`config.mk`:
```
export PLATFORM = sky130hd
export DESIGN_NAME = contour_direction_segmenter_core_flat
export DESIGN_NICKNAME = d
export VERILOG_FILES = /design/src/cdsc_pkg.sv /design/src/cdsc_pt_if.sv /design/src/cdsc_seg_if.sv /design/src/contour_direction_segmenter_core.sv /design/src/cdsc_chunker.sv /design/src/cdsc_run_merge.sv /design/src/cdsc_outq.sv /design/src/flat_wrapper.sv
export SDC_FILE = /design/constraint.sdc
export NUM_CORES = 2
export LEC_CHECK = 0
export ABC_AREA = 1
export BUFFER_PORTS_ARGS = -buffer_cell sky130_fd_sc_hd__buf_2
export CAP_MARGIN = 25
export CELL_PAD_IN_SITES_DETAIL_PLACEMENT = 1
export CELL_PAD_IN_SITES_GLOBAL_PLACEMENT = 2
export CORE_MARGIN = 10
export CORE_UTILIZATION = 36
export DETAILED_ROUTE_END_ITERATION = 6
export PLACE_DENSITY = 0.77
export SLEW_MARGIN = 5
export SYNTH_ARGS = -nofsm -noshare
export SYNTH_HDL_FRONTEND = slang
export SYNTH_SLANG_ARGS = --single-unit
```
`constraint.sdc`:
```
create_clock -name i_clk -period 11.45 [get_ports i_clk]
set_input_delay 0 -clock i_clk [delete_from_list [all_inputs] [get_ports i_clk]]
set_output_delay 0 -clock i_clk [all_outputs]
set_load 0.01 [all_outputs]
```
`src/cdsc_pkg.sv`:
```
// Package of the contour direction segmenter: widths, register indexes,
// shared structs and the direction class table. Depends on nothing.
`timescale 1ns / 1ps
`default_nettype none

package cdsc_pkg;

    // Field widths fixed by the interface.
    localparam int COORD_W   = 12;
    localparam int CLEN_W    = 16;
    localparam int CLASS_W   = 4;
    localparam int FRAG_W    = 8;
    localparam int CFG_W     = 24;
    localparam int CFG_IDX_W = 2;

    // Defaults for the top-level parameters.
    localparam int CHUNK_POINTS_DEF = 6;
    localparam int COUNT_BITS_DEF   = 20;

    // Result queue depth (power of two, at least two).
    localparam int OUTQ_DEPTH = 4;

    // Direction table geometry.
    localparam int TABLE_N      = 11;
    localparam int TABLE_OFFSET = 5;
    localparam int TABLE_IDX_W  = 4;

    // Configuration register indexes.
    localparam logic [CFG_IDX_W-1:0] REG_MIN_FRAGMENTS   = 2'd0;
    localparam logic [CFG_IDX_W-1:0] REG_MERGE_GAP       = 2'd1;
    localparam logic [CFG_IDX_W-1:0] REG_MERGE_DIST_SQ   = 2'd2;
    localparam logic [CFG_IDX_W-1:0] REG_MIN_CONTOUR_PTS = 2'd3;

    // Configuration reset values.
    localparam logic [FRAG_W-1:0] RST_MIN_FRAGMENTS   = 8'd3;
    localparam logic [FRAG_W-1:0] RST_MERGE_GAP       = 8'd3;
    localparam logic [CFG_W-1:0]  RST_MERGE_DIST_SQ   = 24'd324;
    localparam logic [CLEN_W-1:0] RST_MIN_CONTOUR_PTS = 16'd30;

    typedef struct packed {
        logic [FRAG_W-1:0] min_fragments;
        logic [FRAG_W-1:0] merge_gap;
        logic [CFG_W-1:0]  merge_dist_sq;
        logic [CLEN_W-1:0] min_contour_pts;
    } t_cfg;

    // One segment as it leaves the block.
    typedef struct packed {
        logic [COORD_W-1:0] start_x;
        logic [COORD_W-1:0] start_y;
        logic [COORD_W-1:0] end_x;
        logic [COORD_W-1:0] end_y;
        logic [CLASS_W-1:0] dir_class;
    } t_seg;

    // Queue entry: a segment and its end-of-run flag.
    typedef struct packed {
        t_seg seg;
        logic last;
    } t_out;

    // What one point means to the run logic after chunking.
    typedef struct packed {
        logic               chunk_done;
        logic [CLASS_W-1:0] dir_class;
        logic [COORD_W-1:0] start_x;
        logic [COORD_W-1:0] start_y;
        logic [COORD_W-1:0] end_x;
        logic [COORD_W-1:0] end_y;
        logic               end_contour;
        logic               end_frame;
    } t_chunk_ev;

    // Up to two segments written to the queue in one cycle, first one first.
    typedef struct packed {
        logic push_a;
        logic push_b;
        t_seg seg_a;
        t_seg seg_b;
    } t_push;

    // Direction class by (start minus end) offsets, each shifted by the table offset.
    localparam logic [CLASS_W-1:0] DIR_TABLE [TABLE_N][TABLE_N] = '{
        '{4'd6, 4'd6, 4'd6, 4'd7, 4'd7, 4'd7, 4'd7, 4'd7, 4'd8, 4'd8, 4'd8},
        '{4'd6, 4'd6, 4'd6, 4'd7, 4'd7, 4'd7, 4'd7, 4'd7, 4'd8, 4'd8, 4'd8},
        '{4'd6, 4'd6, 4'd6, 4'd6, 4'd7, 4'd7, 4'd7, 4'd8, 4'd8, 4'd8, 4'd8},
        '{4'd5, 4'd5, 4'd6, 4'd6, 4'd7, 4'd7, 4'd7, 4'd8, 4'd8, 4'd1, 4'd1},
        '{4'd5, 4'd5, 4'd5, 4'd5, 4'd0, 4'd0, 4'd0, 4'd1, 4'd1, 4'd1, 4'd1},
        '{4'd5, 4'd5, 4'd5, 4'd5, 4'd0, 4'd0, 4'd0, 4'd1, 4'd1, 4'd1, 4'd1},
        '{4'd5, 4'd5, 4'd5, 4'd5, 4'd0, 4'd0, 4'd0, 4'd1, 4'd1, 4'd1, 4'd1},
        '{4'd5, 4'd5, 4'd4, 4'd4, 4'd3, 4'd3, 4'd3, 4'd2, 4'd2, 4'd1, 4'd1},
        '{4'd4, 4'd4, 4'd4, 4'd4, 4'd3, 4'd3, 4'd3, 4'd2, 4'd2, 4'd2, 4'd2},
        '{4'd4, 4'd4, 4'd4, 4'd3, 4'd3, 4'd3, 4'd3, 4'd3, 4'd2, 4'd2, 4'd2},
        '{4'd4, 4'd4, 4'd4, 4'd3, 4'd3, 4'd3, 4'd3, 4'd3, 4'd2, 4'd2, 4'd2}
    };

    // Table read; indexes past the table give class zero.
    function automatic logic [CLASS_W-1:0] dir_lookup(
        input logic [TABLE_IDX_W-1:0] ix,
        input logic [TABLE_IDX_W-1:0] iy
    );
        logic [CLASS_W-1:0] cls;
        cls = '0;
        if ((ix < TABLE_IDX_W'(TABLE_N)) && (iy < TABLE_IDX_W'(TABLE_N))) begin
            cls = DIR_TABLE[ix][iy];
        end
        return cls;
    endfunction

endpackage

`default_nettype wire

```
`src/cdsc_pt_if.sv`:
```
// Point channel of the contour direction segmenter: valid, ready and payload.
// Depends on cdsc_pkg for field widths.
`timescale 1ns / 1ps
`default_nettype none

interface cdsc_pt_if;
    logic                          valid;
    logic                          ready;
    logic [cdsc_pkg::COORD_W-1:0]  point_x;
    logic [cdsc_pkg::COORD_W-1:0]  point_y;
    logic [cdsc_pkg::CLEN_W-1:0]   contour_length;
    logic                          last_of_contour;
    logic                          last_of_frame;

    modport source (
        output valid, point_x, point_y, contour_length, last_of_contour, last_of_frame,
        input  ready
    );

    modport sink (
        input  valid, point_x, point_y, contour_length, last_of_contour, last_of_frame,
        output ready
    );
endinterface

`default_nettype wire

```
`src/cdsc_seg_if.sv`:
```
// Segment channel of the contour direction segmenter: valid, ready and payload.
// Depends on cdsc_pkg for field widths.
`timescale 1ns / 1ps
`default_nettype none

interface cdsc_seg_if;
    logic                          valid;
    logic                          ready;
    logic [cdsc_pkg::COORD_W-1:0]  seg_start_x;
    logic [cdsc_pkg::COORD_W-1:0]  seg_start_y;
    logic [cdsc_pkg::COORD_W-1:0]  seg_end_x;
    logic [cdsc_pkg::COORD_W-1:0]  seg_end_y;
    logic [cdsc_pkg::CLASS_W-1:0]  direction_class;
    logic                          last_of_run;

    modport source (
        output valid, seg_start_x, seg_start_y, seg_end_x, seg_end_y,
               direction_class, last_of_run,
        input  ready
    );

    modport sink (
        input  valid, seg_start_x, seg_start_y, seg_end_x, seg_end_y,
               direction_class, last_of_run,
        output ready
    );
endinterface

`default_nettype wire

```
`src/contour_direction_segmenter_core.sv`:
```
// Pipeline: results of a point pass the input register, the event register
// and the result queue before they show on o_seg. Throughput: one point a
// cycle while the four-entry result queue has room for two more segments.
// Reset: synchronous, active low; clears pipeline valids, run and held state,
// the frame chunk counter and the queue, and loads configuration defaults.
`timescale 1ns / 1ps
`default_nettype none

module contour_direction_segmenter_core #(
    parameter int CHUNK_POINTS = cdsc_pkg::CHUNK_POINTS_DEF,
    parameter int COUNT_BITS   = cdsc_pkg::COUNT_BITS_DEF
) (
    input  wire logic                            i_clk,
    input  wire logic                            i_rst_n,
    input  wire logic                            i_cfg_wr_en,
    input  wire logic [cdsc_pkg::CFG_IDX_W-1:0]  i_cfg_index,
    input  wire logic [cdsc_pkg::CFG_W-1:0]      i_cfg_wdata,
    cdsc_pt_if.sink                              i_pt,
    cdsc_seg_if.source                           o_seg
);

    localparam int CW = cdsc_pkg::COORD_W;

    cdsc_pkg::t_cfg             r_cfg;

    // Input register.
    logic                       r_in_valid;
    logic [CW-1:0]              r_in_x;
    logic [CW-1:0]              r_in_y;
    logic [cdsc_pkg::CLEN_W-1:0] r_in_clen;
    logic                       r_in_last_contour;
    logic                       r_in_last_frame;

    // Event register.
    logic                       r_ev_valid;
    cdsc_pkg::t_chunk_ev        r_ev;
    cdsc_pkg::t_chunk_ev        ev;

    cdsc_pkg::t_push            push;
    cdsc_pkg::t_out             head;
    logic                       q_valid;
    logic                       q_room;
    logic                       in_fire;
    logic                       s1_fire;
    logic                       s2_fire;

    // Stage handshakes.
    assign s2_fire    = r_ev_valid && q_room;
    assign s1_fire    = r_in_valid && (!r_ev_valid || s2_fire);
    assign i_pt.ready = !r_in_valid || s1_fire;
    assign in_fire    = i_pt.valid && i_pt.ready;

    // Configuration writes.
    always_ff @(posedge i_clk) begin
        if (!i_rst_n) begin
            r_cfg.min_fragments   <= cdsc_pkg::RST_MIN_FRAGMENTS;
            r_cfg.merge_gap       <= cdsc_pkg::RST_MERGE_GAP;
            r_cfg.merge_dist_sq   <= cdsc_pkg::RST_MERGE_DIST_SQ;
            r_cfg.min_contour_pts <= cdsc_pkg::RST_MIN_CONTOUR_PTS;
        end else if (i_cfg_wr_en) begin
            case (i_cfg_index)
                cdsc_pkg::REG_MIN_FRAGMENTS: begin
                    r_cfg.min_fragments <= i_cfg_wdata[cdsc_pkg::FRAG_W-1:0];
                end
                cdsc_pkg::REG_MERGE_GAP: begin
                    r_cfg.merge_gap <= i_cfg_wdata[cdsc_pkg::FRAG_W-1:0];
                end
                cdsc_pkg::REG_MERGE_DIST_SQ: begin
                    r_cfg.merge_dist_sq <= i_cfg_wdata;
                end
                cdsc_pkg::REG_MIN_CONTOUR_PTS: begin
                    r_cfg.min_contour_pts <= i_cfg_wdata[cdsc_pkg::CLEN_W-1:0];
                end
                default: begin
                    r_cfg <= r_cfg;
                end
            endcase
        end
    end

    // Input beat register.
    always_ff @(posedge i_clk) begin
        if (!i_rst_n) begin
            r_in_valid <= 1'b0;
        end else if (in_fire) begin
            r_in_valid <= 1'b1;
        end else if (s1_fire) begin
            r_in_valid <= 1'b0;
        end
    end

    always_ff @(posedge i_clk) begin
        if (in_fire) begin
            r_in_x            <= i_pt.point_x;
            r_in_y            <= i_pt.point_y;
            r_in_clen         <= i_pt.contour_length;
            r_in_last_contour <= i_pt.last_of_contour;
            r_in_last_frame   <= i_pt.last_of_frame;
        end
    end

    cdsc_chunker #(
        .CHUNK_POINTS (CHUNK_POINTS)
    ) u_chunker (
        .i_clk          (i_clk),
        .i_rst_n        (i_rst_n),
        .i_fire         (s1_fire),
        .i_x            (r_in_x),
        .i_y            (r_in_y),
        .i_clen         (r_in_clen),
        .i_last_contour (r_in_last_contour),
        .i_last_frame   (r_in_last_frame),
        .i_min_pts      (r_cfg.min_contour_pts),
        .o_ev           (ev)
    );

    // Event register between chunking and the run logic.
    always_ff @(posedge i_clk) begin
        if (!i_rst_n) begin
            r_ev_valid <= 1'b0;
        end else if (s1_fire) begin
            r_ev_valid <= 1'b1;
        end else if (s2_fire) begin
            r_ev_valid <= 1'b0;
        end
    end

    always_ff @(posedge i_clk) begin
        if (s1_fire) begin
            r_ev <= ev;
        end
    end

    cdsc_run_merge #(
        .COUNT_BITS (COUNT_BITS)
    ) u_run_merge (
        .i_clk   (i_clk),
        .i_rst_n (i_rst_n),
        .i_fire  (s2_fire),
        .i_ev    (r_ev),
        .i_cfg   (r_cfg),
        .o_push  (push)
    );

    cdsc_outq u_outq (
        .i_clk   (i_clk),
        .i_rst_n (i_rst_n),
        .i_push  (push),
        .i_pop   (o_seg.ready),
        .o_head  (head),
        .o_valid (q_valid),
        .o_room  (q_room)
    );

    // Output beat.
    assign o_seg.valid           = q_valid;
    assign o_seg.seg_start_x     = head.seg.start_x;
    assign o_seg.seg_start_y     = head.seg.start_y;
    assign o_seg.seg_end_x       = head.seg.end_x;
    assign o_seg.seg_end_y       = head.seg.end_y;
    assign o_seg.direction_class = head.seg.dir_class;
    assign o_seg.last_of_run     = head.last;

endmodule

`default_nettype wire

```
`src/cdsc_chunker.sv`:
```
// Chunker: counts points into chunks and classifies each finished chunk
// by its start-to-end offset. Depends on cdsc_pkg.
`timescale 1ns / 1ps
`default_nettype none

module cdsc_chunker #(
    parameter int CHUNK_POINTS = cdsc_pkg::CHUNK_POINTS_DEF
) (
    input  wire logic                          i_clk,
    input  wire logic                          i_rst_n,
    input  wire logic                          i_fire,
    input  wire logic [cdsc_pkg::COORD_W-1:0]  i_x,
    input  wire logic [cdsc_pkg::COORD_W-1:0]  i_y,
    input  wire logic [cdsc_pkg::CLEN_W-1:0]   i_clen,
    input  wire logic                          i_last_contour,
    input  wire logic                          i_last_frame,
    input  wire logic [cdsc_pkg::CLEN_W-1:0]   i_min_pts,
    output cdsc_pkg::t_chunk_ev                o_ev
);

    localparam int PH_W  = $clog2(CHUNK_POINTS);
    localparam int OFS_W = cdsc_pkg::COORD_W + 2;
    localparam logic [PH_W-1:0] LAST_PHASE = PH_W'(CHUNK_POINTS - 1);

    logic [PH_W-1:0]               r_phase;
    logic [PH_W-1:0]               n_phase;
    logic [cdsc_pkg::COORD_W-1:0]  r_start_x;
    logic [cdsc_pkg::COORD_W-1:0]  r_start_y;

    logic                          take;
    logic                          at_end;
    logic                          end_contour;
    logic signed [OFS_W-1:0]       ofs_x;
    logic signed [OFS_W-1:0]       ofs_y;
    logic                          in_range;
    logic [cdsc_pkg::CLASS_W-1:0]  cls;

    // A point counts only if its contour is long enough.
    assign take        = (i_clen >= i_min_pts);
    assign at_end      = (r_phase >= LAST_PHASE);
    assign end_contour = i_last_contour | i_last_frame;

    // Offsets start minus end, shifted so that the table starts at zero.
    always_comb begin
        ofs_x = $signed({2'b00, r_start_x}) - $signed({2'b00, i_x})
              + OFS_W'(cdsc_pkg::TABLE_OFFSET);
        ofs_y = $signed({2'b00, r_start_y}) - $signed({2'b00, i_y})
              + OFS_W'(cdsc_pkg::TABLE_OFFSET);
        in_range = (ofs_x >= 0) && (ofs_x < OFS_W'(cdsc_pkg::TABLE_N))
                && (ofs_y >= 0) && (ofs_y < OFS_W'(cdsc_pkg::TABLE_N));
        cls = '0;
        if (in_range) begin
            cls = cdsc_pkg::dir_lookup(ofs_x[cdsc_pkg::TABLE_IDX_W-1:0],
                                       ofs_y[cdsc_pkg::TABLE_IDX_W-1:0]);
        end
    end

    // Chunk position for the next point.
    always_comb begin
        n_phase = r_phase;
        if (take) begin
            n_phase = at_end ? '0 : r_phase + PH_W'(1);
        end
        if (end_contour) begin
            n_phase = '0;
        end
    end

    always_ff @(posedge i_clk) begin
        if (!i_rst_n) begin
            r_phase <= '0;
        end else if (i_fire) begin
            r_phase <= n_phase;
        end
    end

    // The first point of a chunk is its start.
    always_ff @(posedge i_clk) begin
        if (i_fire && take && (r_phase == '0)) begin
            r_start_x <= i_x;
            r_start_y <= i_y;
        end
    end

    // Event for the run logic.
    always_comb begin
        o_ev.chunk_done  = take && at_end;
        o_ev.dir_class   = cls;
        o_ev.start_x     = r_start_x;
        o_ev.start_y     = r_start_y;
        o_ev.end_x       = i_x;
        o_ev.end_y       = i_y;
        o_ev.end_contour = end_contour;
        o_ev.end_frame   = i_last_frame;
    end

endmodule

`default_nettype wire

```
`src/cdsc_run_merge.sv`:
```
// Run and merge logic: builds runs of equal-class chunks, keeps long ones,
// merges them into the held segment and flushes at frame end. Depends on cdsc_pkg.
`timescale 1ns / 1ps
`default_nettype none

module cdsc_run_merge #(
    parameter int COUNT_BITS = cdsc_pkg::COUNT_BITS_DEF
) (
    input  wire logic                 i_clk,
    input  wire logic                 i_rst_n,
    input  wire logic                 i_fire,
    input  cdsc_pkg::t_chunk_ev       i_ev,
    input  cdsc_pkg::t_cfg            i_cfg,
    output cdsc_pkg::t_push           o_push
);

    localparam int CW    = cdsc_pkg::COORD_W;
    localparam int KW    = cdsc_pkg::CLASS_W;
    localparam int FW    = cdsc_pkg::FRAG_W;
    localparam int SQ_W  = 2 * (CW + 1);
    localparam int DSQ_W = SQ_W + 1;
    localparam logic [FW-1:0] FRAG_MAX = {FW{1'b1}};

    // Frame chunk counter.
    logic [COUNT_BITS-1:0] r_frag_count;
    logic [COUNT_BITS-1:0] n_frag_count;
    logic [COUNT_BITS-1:0] frag_inc;

    // Open run.
    logic                  r_run_open;
    logic [KW-1:0]         r_run_class;
    logic [FW-1:0]         r_run_frags;
    logic [CW-1:0]         r_run_sx, r_run_sy, r_run_ex, r_run_ey;
    logic [COUNT_BITS-1:0] r_run_sidx, r_run_eidx;

    // Held segment.
    logic                  r_held_valid;
    logic [KW-1:0]         r_held_class;
    logic [CW-1:0]         r_held_sx, r_held_sy, r_held_ex, r_held_ey;
    logic [COUNT_BITS-1:0] r_held_eidx;

    // Run after this chunk.
    logic                  m_open;
    logic [KW-1:0]         m_class;
    logic [FW-1:0]         m_frags;
    logic [CW-1:0]         m_sx, m_sy, m_ex, m_ey;
    logic [COUNT_BITS-1:0] m_sidx, m_eidx;
    logic                  close_chunk;
    logic                  close_end;
    logic                  kept;

    // Merge test.
    logic signed [SQ_W-1:0] ddx, ddy;
    logic [SQ_W-1:0]        sqx, sqy;
    logic [DSQ_W-1:0]       dsq;
    logic [COUNT_BITS-1:0]  gap;
    logic                   merge;

    // Held segment after the offer.
    logic                  h_valid;
    logic [KW-1:0]         h_class;
    logic [CW-1:0]         h_sx, h_sy, h_ex, h_ey;
    logic [COUNT_BITS-1:0] h_eidx;

    assign frag_inc = r_frag_count + COUNT_BITS'(1);

    // Chunk step: open, extend or close the run.
    always_comb begin
        m_open      = r_run_open;
        m_class     = r_run_class;
        m_frags     = r_run_frags;
        m_sx        = r_run_sx;
        m_sy        = r_run_sy;
        m_ex        = r_run_ex;
        m_ey        = r_run_ey;
        m_sidx      = r_run_sidx;
        m_eidx      = r_run_eidx;
        close_chunk = 1'b0;
        if (i_ev.chunk_done) begin
            if (!r_run_open) begin
                if (i_ev.dir_class != '0) begin
                    m_open  = 1'b1;
                    m_class = i_ev.dir_class;
                    m_frags = FW'(1);
                    m_sx    = i_ev.start_x;
                    m_sy    = i_ev.start_y;
                    m_ex    = i_ev.end_x;
                    m_ey    = i_ev.end_y;
                    m_sidx  = frag_inc;
                    m_eidx  = frag_inc;
                end
            end else if (i_ev.dir_class == r_run_class) begin
                m_ex   = i_ev.end_x;
                m_ey   = i_ev.end_y;
                m_eidx = frag_inc;
                if (r_run_frags != FRAG_MAX) begin
                    m_frags = r_run_frags + FW'(1);
                end
            end else begin
                close_chunk = 1'b1;
                m_open      = 1'b0;
            end
        end
        close_end = i_ev.end_contour && m_open;
        kept      = (close_chunk || close_end) && (m_frags >= i_cfg.min_fragments);
    end

    // Squared distance from the held end to the run start, and the index gap.
    always_comb begin
        ddx   = SQ_W'($signed({1'b0, m_sx}) - $signed({1'b0, r_held_ex}));
        ddy   = SQ_W'($signed({1'b0, m_sy}) - $signed({1'b0, r_held_ey}));
        sqx   = ddx * ddx;
        sqy   = ddy * ddy;
        dsq   = {1'b0, sqx} + {1'b0, sqy};
        gap   = m_sidx - r_held_eidx;
        merge = r_held_valid && (r_held_class == m_class)
             && (gap <= COUNT_BITS'(i_cfg.merge_gap))
             && (dsq <= DSQ_W'(i_cfg.merge_dist_sq));
    end

    // Offer a kept run to the held segment.
    always_comb begin
        h_valid = r_held_valid;
        h_class = r_held_class;
        h_sx    = r_held_sx;
        h_sy    = r_held_sy;
        h_ex    = r_held_ex;
        h_ey    = r_held_ey;
        h_eidx  = r_held_eidx;
        if (kept) begin
            if (merge) begin
                h_ex   = m_ex;
                h_ey   = m_ey;
                h_eidx = m_eidx;
            end else begin
                h_valid = 1'b1;
                h_class = m_class;
                h_sx    = m_sx;
                h_sy    = m_sy;
                h_ex    = m_ex;
                h_ey    = m_ey;
                h_eidx  = m_eidx;
            end
        end
    end

    // Results: the displaced held segment, then the frame-end flush.
    always_comb begin
        o_push.push_a            = i_fire && kept && !merge && r_held_valid;
        o_push.seg_a.start_x     = r_held_sx;
        o_push.seg_a.start_y     = r_held_sy;
        o_push.seg_a.end_x       = r_held_ex;
        o_push.seg_a.end_y       = r_held_ey;
        o_push.seg_a.dir_class   = r_held_class;
        o_push.push_b            = i_fire && i_ev.end_frame && h_valid;
        o_push.seg_b.start_x     = h_sx;
        o_push.seg_b.start_y     = h_sy;
        o_push.seg_b.end_x       = h_ex;
        o_push.seg_b.end_y       = h_ey;
        o_push.seg_b.dir_class   = h_class;
    end

    always_comb begin
        n_frag_count = r_frag_count;
        if (i_ev.chunk_done) begin
            n_frag_count = frag_inc;
        end
        if (i_ev.end_frame) begin
            n_frag_count = '0;
        end
    end

    // Control state.
    always_ff @(posedge i_clk) begin
        if (!i_rst_n) begin
            r_frag_count <= '0;
            r_run_open   <= 1'b0;
            r_held_valid <= 1'b0;
        end else if (i_fire) begin
            r_frag_count <= n_frag_count;
            r_run_open   <= m_open && !close_end;
            r_held_valid <= h_valid && !i_ev.end_frame;
        end
    end

    // Run and held payload.
    always_ff @(posedge i_clk) begin
        if (i_fire) begin
            r_run_class  <= m_class;
            r_run_frags  <= m_frags;
            r_run_sx     <= m_sx;
            r_run_sy     <= m_sy;
            r_run_ex     <= m_ex;
            r_run_ey     <= m_ey;
            r_run_sidx   <= m_sidx;
            r_run_eidx   <= m_eidx;
            r_held_class <= h_class;
            r_held_sx    <= h_sx;
            r_held_sy    <= h_sy;
            r_held_ex    <= h_ex;
            r_held_ey    <= h_ey;
            r_held_eidx  <= h_eidx;
        end
    end

endmodule

`default_nettype wire

```
`src/cdsc_outq.sv`:
```
// Result queue: takes up to two segments a cycle, hands out one a cycle while popped.
// Depends on cdsc_pkg.
`timescale 1ns / 1ps
`default_nettype none

module cdsc_outq (
    input  wire logic       i_clk,
    input  wire logic       i_rst_n,
    input  cdsc_pkg::t_push i_push,
    input  wire logic       i_pop,
    output cdsc_pkg::t_out  o_head,
    output logic            o_valid,
    output logic            o_room
);

    localparam int DEPTH = cdsc_pkg::OUTQ_DEPTH;
    localparam int PTR_W = $clog2(DEPTH);
    localparam int CNT_W = $clog2(DEPTH + 1);

    cdsc_pkg::t_out r_mem [DEPTH];
    logic [PTR_W-1:0] r_wr, r_rd;
    logic [CNT_W-1:0] r_cnt;
    logic [1:0]       n_push;
    logic [PTR_W-1:0] wr_b;
    logic             pop_ok;

    assign n_push  = {1'b0, i_push.push_a} + {1'b0, i_push.push_b};
    assign wr_b    = i_push.push_a ? r_wr + PTR_W'(1) : r_wr;
    assign o_valid = (r_cnt != '0);
    assign pop_ok  = i_pop && o_valid;
    // Room for two beats, counted from the registered fill level.
    assign o_room  = (r_cnt <= CNT_W'(DEPTH - 2));
    assign o_head  = r_mem[r_rd];

    // Entry writes; the first segment is last only when no second follows.
    always_ff @(posedge i_clk) begin
        if (i_push.push_a) begin
            r_mem[r_wr].seg  <= i_push.seg_a;
            r_mem[r_wr].last <= !i_push.push_b;
        end
        if (i_push.push_b) begin
            r_mem[wr_b].seg  <= i_push.seg_b;
            r_mem[wr_b].last <= 1'b1;
        end
    end

    // Pointers and fill level.
    always_ff @(posedge i_clk) begin
        if (!i_rst_n) begin
            r_wr  <= '0;
            r_rd  <= '0;
            r_cnt <= '0;
        end else begin
            r_wr  <= r_wr + PTR_W'(n_push);
            r_rd  <= r_rd + PTR_W'(pop_ok);
            r_cnt <= r_cnt + CNT_W'(n_push) - CNT_W'(pop_ok);
        end
    end

endmodule

`default_nettype wire

```
`src/flat_wrapper.sv`:
```
// flat-port wrapper written by rule: the top's interface ports become plain ports
module contour_direction_segmenter_core_flat 
#(
    parameter int CHUNK_POINTS = cdsc_pkg::CHUNK_POINTS_DEF,
    parameter int COUNT_BITS   = cdsc_pkg::COUNT_BITS_DEF
)
  (i_clk, i_rst_n, i_cfg_wr_en, i_cfg_index, i_cfg_wdata, i_pt_valid, i_pt_point_x, i_pt_point_y, i_pt_contour_length, i_pt_last_of_contour, i_pt_last_of_frame, i_pt_ready, o_seg_valid, o_seg_seg_start_x, o_seg_seg_start_y, o_seg_seg_end_x, o_seg_seg_end_y, o_seg_direction_class, o_seg_last_of_run, o_seg_ready);
  cdsc_pt_if i_pt_i ();
  cdsc_seg_if o_seg_i ();
  input  wire logic i_clk;
  input  wire logic i_rst_n;
  input  wire logic i_cfg_wr_en;
  input  wire logic [cdsc_pkg::CFG_IDX_W-1:0] i_cfg_index;
  input  wire logic [cdsc_pkg::CFG_W-1:0] i_cfg_wdata;
  input wire logic [$bits(i_pt_i.valid)-1:0] i_pt_valid;
  input wire logic [$bits(i_pt_i.point_x)-1:0] i_pt_point_x;
  input wire logic [$bits(i_pt_i.point_y)-1:0] i_pt_point_y;
  input wire logic [$bits(i_pt_i.contour_length)-1:0] i_pt_contour_length;
  input wire logic [$bits(i_pt_i.last_of_contour)-1:0] i_pt_last_of_contour;
  input wire logic [$bits(i_pt_i.last_of_frame)-1:0] i_pt_last_of_frame;
  output wire logic [$bits(i_pt_i.ready)-1:0] i_pt_ready;
  output wire logic [$bits(o_seg_i.valid)-1:0] o_seg_valid;
  output wire logic [$bits(o_seg_i.seg_start_x)-1:0] o_seg_seg_start_x;
  output wire logic [$bits(o_seg_i.seg_start_y)-1:0] o_seg_seg_start_y;
  output wire logic [$bits(o_seg_i.seg_end_x)-1:0] o_seg_seg_end_x;
  output wire logic [$bits(o_seg_i.seg_end_y)-1:0] o_seg_seg_end_y;
  output wire logic [$bits(o_seg_i.direction_class)-1:0] o_seg_direction_class;
  output wire logic [$bits(o_seg_i.last_of_run)-1:0] o_seg_last_of_run;
  input wire logic [$bits(o_seg_i.ready)-1:0] o_seg_ready;
  assign i_pt_i.valid = i_pt_valid;
  assign i_pt_i.point_x = i_pt_point_x;
  assign i_pt_i.point_y = i_pt_point_y;
  assign i_pt_i.contour_length = i_pt_contour_length;
  assign i_pt_i.last_of_contour = i_pt_last_of_contour;
  assign i_pt_i.last_of_frame = i_pt_last_of_frame;
  assign i_pt_ready = i_pt_i.ready;
  assign o_seg_valid = o_seg_i.valid;
  assign o_seg_seg_start_x = o_seg_i.seg_start_x;
  assign o_seg_seg_start_y = o_seg_i.seg_start_y;
  assign o_seg_seg_end_x = o_seg_i.seg_end_x;
  assign o_seg_seg_end_y = o_seg_i.seg_end_y;
  assign o_seg_direction_class = o_seg_i.direction_class;
  assign o_seg_last_of_run = o_seg_i.last_of_run;
  assign o_seg_i.ready = o_seg_ready;
  contour_direction_segmenter_core #(.CHUNK_POINTS(CHUNK_POINTS), .COUNT_BITS(COUNT_BITS)) u_core (.i_clk(i_clk), .i_rst_n(i_rst_n), .i_cfg_wr_en(i_cfg_wr_en), .i_cfg_index(i_cfg_index), .i_cfg_wdata(i_cfg_wdata), .i_pt(i_pt_i), .o_seg(o_seg_i));
endmodule
```
## Yosys cells after proc, flatten, opt, wreduce, memory -nomap -nowiden

Memories as Yosys holds them, arrays and structs flattened. A register that Yosys moved wholly into a read port is not among the register bits.
Index checks and enable logic that the tools add are counted.

- Bits in read-only memories: 704
- Bits in writable memories: 212
- Memories kept: 2
- Output and inout bits: 55
- Bits of input ports: 73
- Register bits after elaboration: 383

- Bitwise gates (word level): 3
- Multipliers: 2
- Reduce and logical (&&, ||, !) cells: 48
- Magnitude comparators: 14
- Eq/ne operators: 6
- Add/subtract/negate cells: 17
- Mux-type cells: 66

Memories:

| memory | words | width | rd ports | clocked after Yosys merged registers in | wr ports | RTL line | source |
|---|---|---|---|---|---|---|---|
| (name not given) | 16 | 44 | 1 | 0 | 0 | cdsc_pkg.sv:105 | `cls = DIR_TABLE[ix][iy];` |
| u_core.u_outq.r_mem | 4 | 53 | 1 | 1 | 2 | cdsc_outq.sv:20 | `cdsc_pkg::t_out r_mem [DEPTH];` |

Operator list:

| operator | count |
|---|---|
| $mux W12 | 20 |
| $mux W20 | 9 |
| $mux W44 | 2 |
| $mul A13 B13 Y26 | 2 |
| $sub A12 B12 Y13 | 4 |
| $mux W8 | 5 |
| $add A13 B4 Y14 const B | 2 |
| $ge A14 B1 Y1 const B | 2 |
| $lt A14 B5 Y1 const B | 2 |
| $mux W4 | 7 |
| $add A26 B26 Y27 | 1 |
| $le A27 B24 Y1 | 1 |
| $logic_and A1 B1 Y1 | 23 |
| $add A20 B1 Y20 const B | 1 |
| $le A20 B8 Y1 | 1 |
| $sub A20 B20 Y20 | 1 |
| $mux W1 | 17 |
| $bmux W4 S4 | 1 |
| $ge A16 B16 Y1 | 1 |
| $reduce_and A2 Y1 | 8 |
| $ge A5 B5 Y1 const B | 2 |
| $not A4 Y5 | 2 |
| $mux W3 | 3 |
| $add A8 B1 Y8 const B | 1 |
| 24 further kinds | 38 |

## Longest topological paths before layout

- Depth after elaboration: 15
- Gate-level depth with buffers: 73

## Modules after synthesis

A second synthesis with hierarchy kept.

- Cell total of the unflattened synthesis: 5,552
- Area total of the unflattened synthesis: 45,690.1 um^2

By module, submodules not included:

| module | sequential area each (um^2) | area each (um^2) | times used | cells each |
|---|---|---|---|---|
| cdsc_run_merge | 5,605.4 | 24,154.4 | 1 | 2,894 |
| cdsc_outq | 6,466.2 | 12,245.5 | 1 | 1,568 |
| contour_direction_segmenter_core | 4,073.9 | 5,266.3 | 1 | 453 |
| cdsc_chunker | 780.7 | 4,023.9 | 1 | 637 |

## Least setup slack after synthesis

No wires, ideal clock.

- Path kind: flip-flop to flip-flop
- Start point: register u_core.r_ev[51] (netlist bit)
- End point: memory u_core.u_outq.r_mem[1][10] (netlist bit), enable pin
- Data arrival time: 11.853 ns
- Buffers on the path: 1
- Path slack: -0.814 ns
- Library setup time: 0.411 ns
- Cell stages (with the launch flop): 62
- Path through: edfxtp_1 -> nor2_1 -> nand2_1 -> nand2_4 -> inv_1 -> or2_2 -> o21ai_0 -> ha_1 -> inv_1 -> fa_1 -> nand3_1 -> and2_1 -> o221ai_1 -> nand2_1 -> nand2_1 -> a21oi_1 -> inv_1 -> nand2_1 -> [26 not listed] -> nand2_1 -> a31oi_1 -> xnor2_1 -> ha_1 -> nand2_1 -> nor2_1 -> a211oi_1 -> nand2_1 -> nand2_1 -> nand2_1 -> nand2_1 -> nand3_4 -> nand2_4 -> nand2_2 -> nand2_4 -> nand3_4 -> buf_6 -> nand2_1

RTL lines:

| element | RTL line | source |
|---|---|---|
| from (decl) | contour_direction_segmenter_core.sv:36 | `cdsc_pkg::t_chunk_ev r_ev;` |
| from (signal assigned) | contour_direction_segmenter_core.sv:130 | `r_ev <= ev;` |
| to (decl) | cdsc_outq.sv:20 |  |

## Worst setup path in the final report

- Start point: register u_core.r_ev[54] (netlist bit)
- End point: register u_core.u_outq.r_cnt[2]

- Cells in the longest elaborated chain, start to end: 12
- Elaborated cells between the ends (all ways): 33

Ends and longest elaborated chain:

| element | RTL line | source |
|---|---|---|
| $mux W12 * | cdsc_run_merge.sv:79 | `if (i_ev.chunk_done) begin` |
| via u_core.u_run_merge.m_sx[3] | cdsc_run_merge.sv:46 | `logic [CW-1:0] m_sx, m_sy, m_ex, m_ey;` |
| $sub A12 B12 Y13 * | cdsc_run_merge.sv:110 | `ddx = SQ_W'($signed({1'b0, m_sx}) - $signed({1'b0, r_held_ex}));` |
| $mul A13 B13 Y26 * | cdsc_run_merge.sv:112 | `sqx = ddx * ddx;` |
| $add A26 B26 Y27 * | cdsc_run_merge.sv:114 | `dsq = {1'b0, sqx} + {1'b0, sqy};` |
| $le A27 B24 Y1 * | cdsc_run_merge.sv:118 | `&& (dsq <= DSQ_W'(i_cfg.merge_dist_sq));` |
| $logic_and A1 B1 Y1 * | cdsc_run_merge.sv:118 |  |
| $mux W1 or $logic_not A1 Y1 (tied branches) | cdsc_run_merge.sv:131, cdsc_run_merge.sv:149 |  |
| $mux W1 or $logic_and A1 B1 Y1 (tied branches) | cdsc_run_merge.sv:130, cdsc_run_merge.sv:149 |  |
| $logic_and A1 B1 Y1, on equally long branches | cdsc_run_merge.sv:155, cdsc_run_merge.sv:149 |  |
| $add A1 B1 Y2 * | cdsc_outq.sv:27 | `assign n_push = {1'b0, i_push.push_a} + {1'b0, i_push.push_b};` |
| $add A3 B2 Y3 * | cdsc_outq.sv:56 | `r_cnt <= r_cnt + CNT_W'(n_push) - CNT_W'(pop_ok);` |
| $sub A3 B1 Y3 * | cdsc_outq.sv:56 |  |
| to (signal assigned) | cdsc_outq.sv:56 |  |
| to (decl) | cdsc_outq.sv:22 | `logic [CNT_W-1:0] r_cnt;` |

Mark *: on every way through the listed nets, which the timed path passes. The rest lies on a longest branch.
A chain may end at the register's enable or synchronous reset.

==> flow_metrics.py <==
metrics = {
    "outcome": {
        "status": "completed",
    },
    "die": {
        "core_area_um2": 125200,
        "die_w_um": 374.7,
        "placementRows": 130,
        "num_io_pins": 128,
        "start_util_pct": 36.16,
        "die-area_um2": 140400,
        "die_height_um": 374.7,
    },
    "synthesis": {
        "synth_enable_flop_cells": 501,
        "synth_top_area_share_pct": 33.22,
        "synthTopCellsByCount": "nand2_1, inv_1, nor2_1",
        "syn_inst": 5293,
        "synth_nets": 5967,
        "yosysMostFrequentCell": "nand2_1",
        "synth_top_flop_cell": "edfxtp_1",
        "synth_cell_type_count": 62,
        "syn_avg_cell_area_um2": 8.556,
        "yosysWarningCount": 0,
        "synth_area_um2": 45290,
        "synth.largest_area_cell": "edfxtp_1",
        "ys_seq_area_share_pct": 37.38,
        "async_flop_share_pct": 0,
        "ys_top_cells_by_area": "edfxtp_1, fa_1, nand2_1, ha_1, inv_1",
        "yosys_register_bits": 595,
    },
    "setup_path": {
        "crit_slowest_cell": "fa_1",
        "critPathArrivalTime_ns": 11.94,
        "start_kind": "flip-flop",
        "rrSetupSlack_ns": 0.07,
        "worst-path-max-fanout": 7,
        "crit_type": "reg2reg",
        "slowest_delay_ns": 0.58,
        "crit_required_ns": 12.01,
        "cpMostUsedCell": "nand2_1",
        "crit_path_end_kind": "flip-flop",
    },
    "detailed_routing": {
        "vias": 39010,
        "wl_met2_mm": 78.25,
        "topRoutingLayerUsed": "met5",
        "drtPass1Iterations": 5,
        "drt-total-wl_mm": 158.3,
        "wl_met3_mm": 6.726,
        "avgRoutedWirePerCell_um": 20.53,
        "drt_iter0_drc": 2357,
        "detail-route-antenna-nets": 0,
        "drc": 0,
        "wl_met1_mm": 68.63,
        "vias_per_cell": 5.061,
    },
    "placed_design": {
        "place_hpwl_mm": 113.2,
        "gp_congestion": 0.8496,
        "numPortBuffers": 127,
    },
    "clock_tree": {
        "insertion_delay_ns": 0.70,
        "cts_tree": "yes",
        "cts_made_buffers": 73,
        "clk_path_buf_depth": 3,
        "htree_levels": 3,
        "path_clk_slew_ns": 0.06,
        "cts_sinks": 595,
        "root_buffer": "clkbuf_16",
    },
    "grt": {
        "grt_max_degree": 156,
        "grt_first_pass_wirelength_mm": 237.3,
        "antenna_found_initial": 7,
        "grtUsageTotal_pct": 21.38,
        "grt_pass1_vias": 40950,
        "overflow": 0,
    },
    "timing": {
        "fin_skew_ns": 0.04518,
        "max_freq_ghz": 0.08789,
        "fin_crit_ns": 11.38,
        "drv_slew": 0,
        "relSlewSlack_pct": 29.01,
        "finalHoldViolCount": 0,
        "rsz0062_at_grt": "yes",
        "post-route-period-util_pct": 99.37,
        "final-setup-viol-count": 0,
        "worstMarginPinSlew_ns": 1.065,
        "fin_hold_ws_ns": 0.04514,
    },
    "flow_run": {
        "maxCapViolations": 0,
    },
    "cells_and_area": {
        "drive_gt1_share_pct": 20.06,
        "area_growth_pct": 27.15,
        "final_nets": 6677,
    },
    "worst_hold_path": {
        "hold_path.class": "in2reg",
    },
}
==> final timing paths <==
check	start	to	cells after the start
min	i_pt_point_x[0]	u_core.r_in_x[0]	2
min reg2reg	u_core.r_cfg[11]	u_core.r_cfg[11]	2
max reg2reg	u_core.r_ev[54]	u_core.u_outq.r_cnt[2]	64
max	u_core.r_ev[54]	u_core.u_outq.r_cnt[2]	64
==> layout make-up <==
class	instances	area, um2
Inverter	821	3113
Fill cell	14600	67660
Clock buffer	91	1894
Tap cell	1650	2064
Clock inverter	38	509.2
Antenna cell	2	5.005
Timing Repair Buffer	812	7201
Sequential cell	595	16930
Multi-Input combinational cell	3700	25860
==> kinds of logic (layout without fill, tap and decap cells) <==
| group | Yosys count | count (layout) | share of synthesized area (%) |
|---|---|---|---|
| simple gates | 2296 | 2299 | 21.06 |
| buf+inv | 1001 | 1762 | 9.079 |
| compound gates | 656 | 656 | 8.184 |
| fa+ha+maj | 601 | 601 | 21.50 |
| flops | 595 | 595 | 37.38 |
| xor+xnor | 139 | 139 | 2.688 |
| mux | 5 | 5 | 0.1160 |
| other cells | 0 | 2 | 0 |
==> critical path, delay by kind of cell (launching register included) <==
| family | cells | cell delay (ns) |
|---|---|---|
| compound gates | 6 | 0.76 |
| xor+xnor | 3 | 0.40 |
| fa+ha+maj | 14 | 5.41 |
| buf+inv | 16 | 1.45 |
| flops | 1 | 0.37 |
| simple gates | 25 | 2.87 |
==> state kept, by name (all words and copies together) (netlist names), 16 cells and up <==
signal,cells
u_core.u_outq.r_mem,212
u_core.r_ev,55
u_core.u_run_merge.r_frag_count,20
u_core.u_run_merge.r_run_sidx,20
u_core.r_cfg,56
u_core.u_run_merge.r_run_eidx,20
u_core.r_in_clen,16
u_core.u_run_merge.r_held_eidx,20
==> cells in the final DEF (no fill, tap or decap), types with 17 or more instances in the layout <==
| master | synthesis | final |
|---|---|---|
| nor2_1 | 557 | 540 |
| buf_12 | 0 | 51 |
| a21oi_2 | 1 | 28 |
| clkbuf_16 | 0 | 91 |
| or2_2 | 19 | 17 |
| dlygate4sd3_1 | 0 | 86 |
| ha_4 | 0 | 23 |
| inv_2 | 3 | 22 |
| xnor2_1 | 54 | 45 |
| nor3_1 | 34 | 31 |
| buf_4 | 11 | 487 |
| nand2_4 | 5 | 35 |
| nand4_1 | 149 | 149 |
| o22ai_1 | 54 | 54 |
| fa_1 | 295 | 284 |
| ha_1 | 306 | 278 |
| clkbuf_1 | 78 | 18 |
| edfxtp_1 | 501 | 501 |
| nand3_1 | 110 | 104 |
| a21oi_1 | 221 | 186 |
| buf_2 | 55 | 127 |
| nand2_2 | 16 | 86 |
| nand2_1 | 1363 | 1257 |
| nor2_4 | 7 | 17 |
| xor2_1 | 85 | 73 |
| inv_1 | 814 | 789 |
| buf_6 | 31 | 29 |
| dfxtp_1 | 94 | 92 |
| o21ai_0 | 233 | 216 |
| o21ai_1 | 30 | 32 |
| o21ai_2 | 24 | 32 |
==> through the flow <==
step	setup slack, ns	TNS [ns]	instances	util [%]	area, um2
after floorplan	0.02230	0	5293	-	45320
after global placement	-0.3164	-9.470	7372	40.79	51090
after detailed placement	-0.5934	-97.61	7372	40.79	51090
after CTS	-0.07757	-0.2603	7606	43.78	54840
after global routing	-0.5000	-118.78	7707	45.97	57580
final	0.07180	0	7709	45.98	57580
==> timing repair <==
action                                  CTS  global route
endpoints found under the setup margin  431           449
cloned                                    0            28
buffers inserted                         19            76
endpoints found under the hold margin   107             0
pin swaps                                52           181
resized for setup                        87           351
hold buffers                             86             0
==> layer usage <==
| metal | vias up | track usage (%) |
|---|---|---|
| li1 | 18550 | - |
| met1 | 19460 | 27.74 |
| met2 | 773 | 37.20 |
| met3 | 221 | 2.699 |
| met4 | 4 | 5.946 |
| met5 | - | 0 |
Power is not shown: default switching activity piles up to over one toggle a cycle in this logic, so the estimate is an artifact.
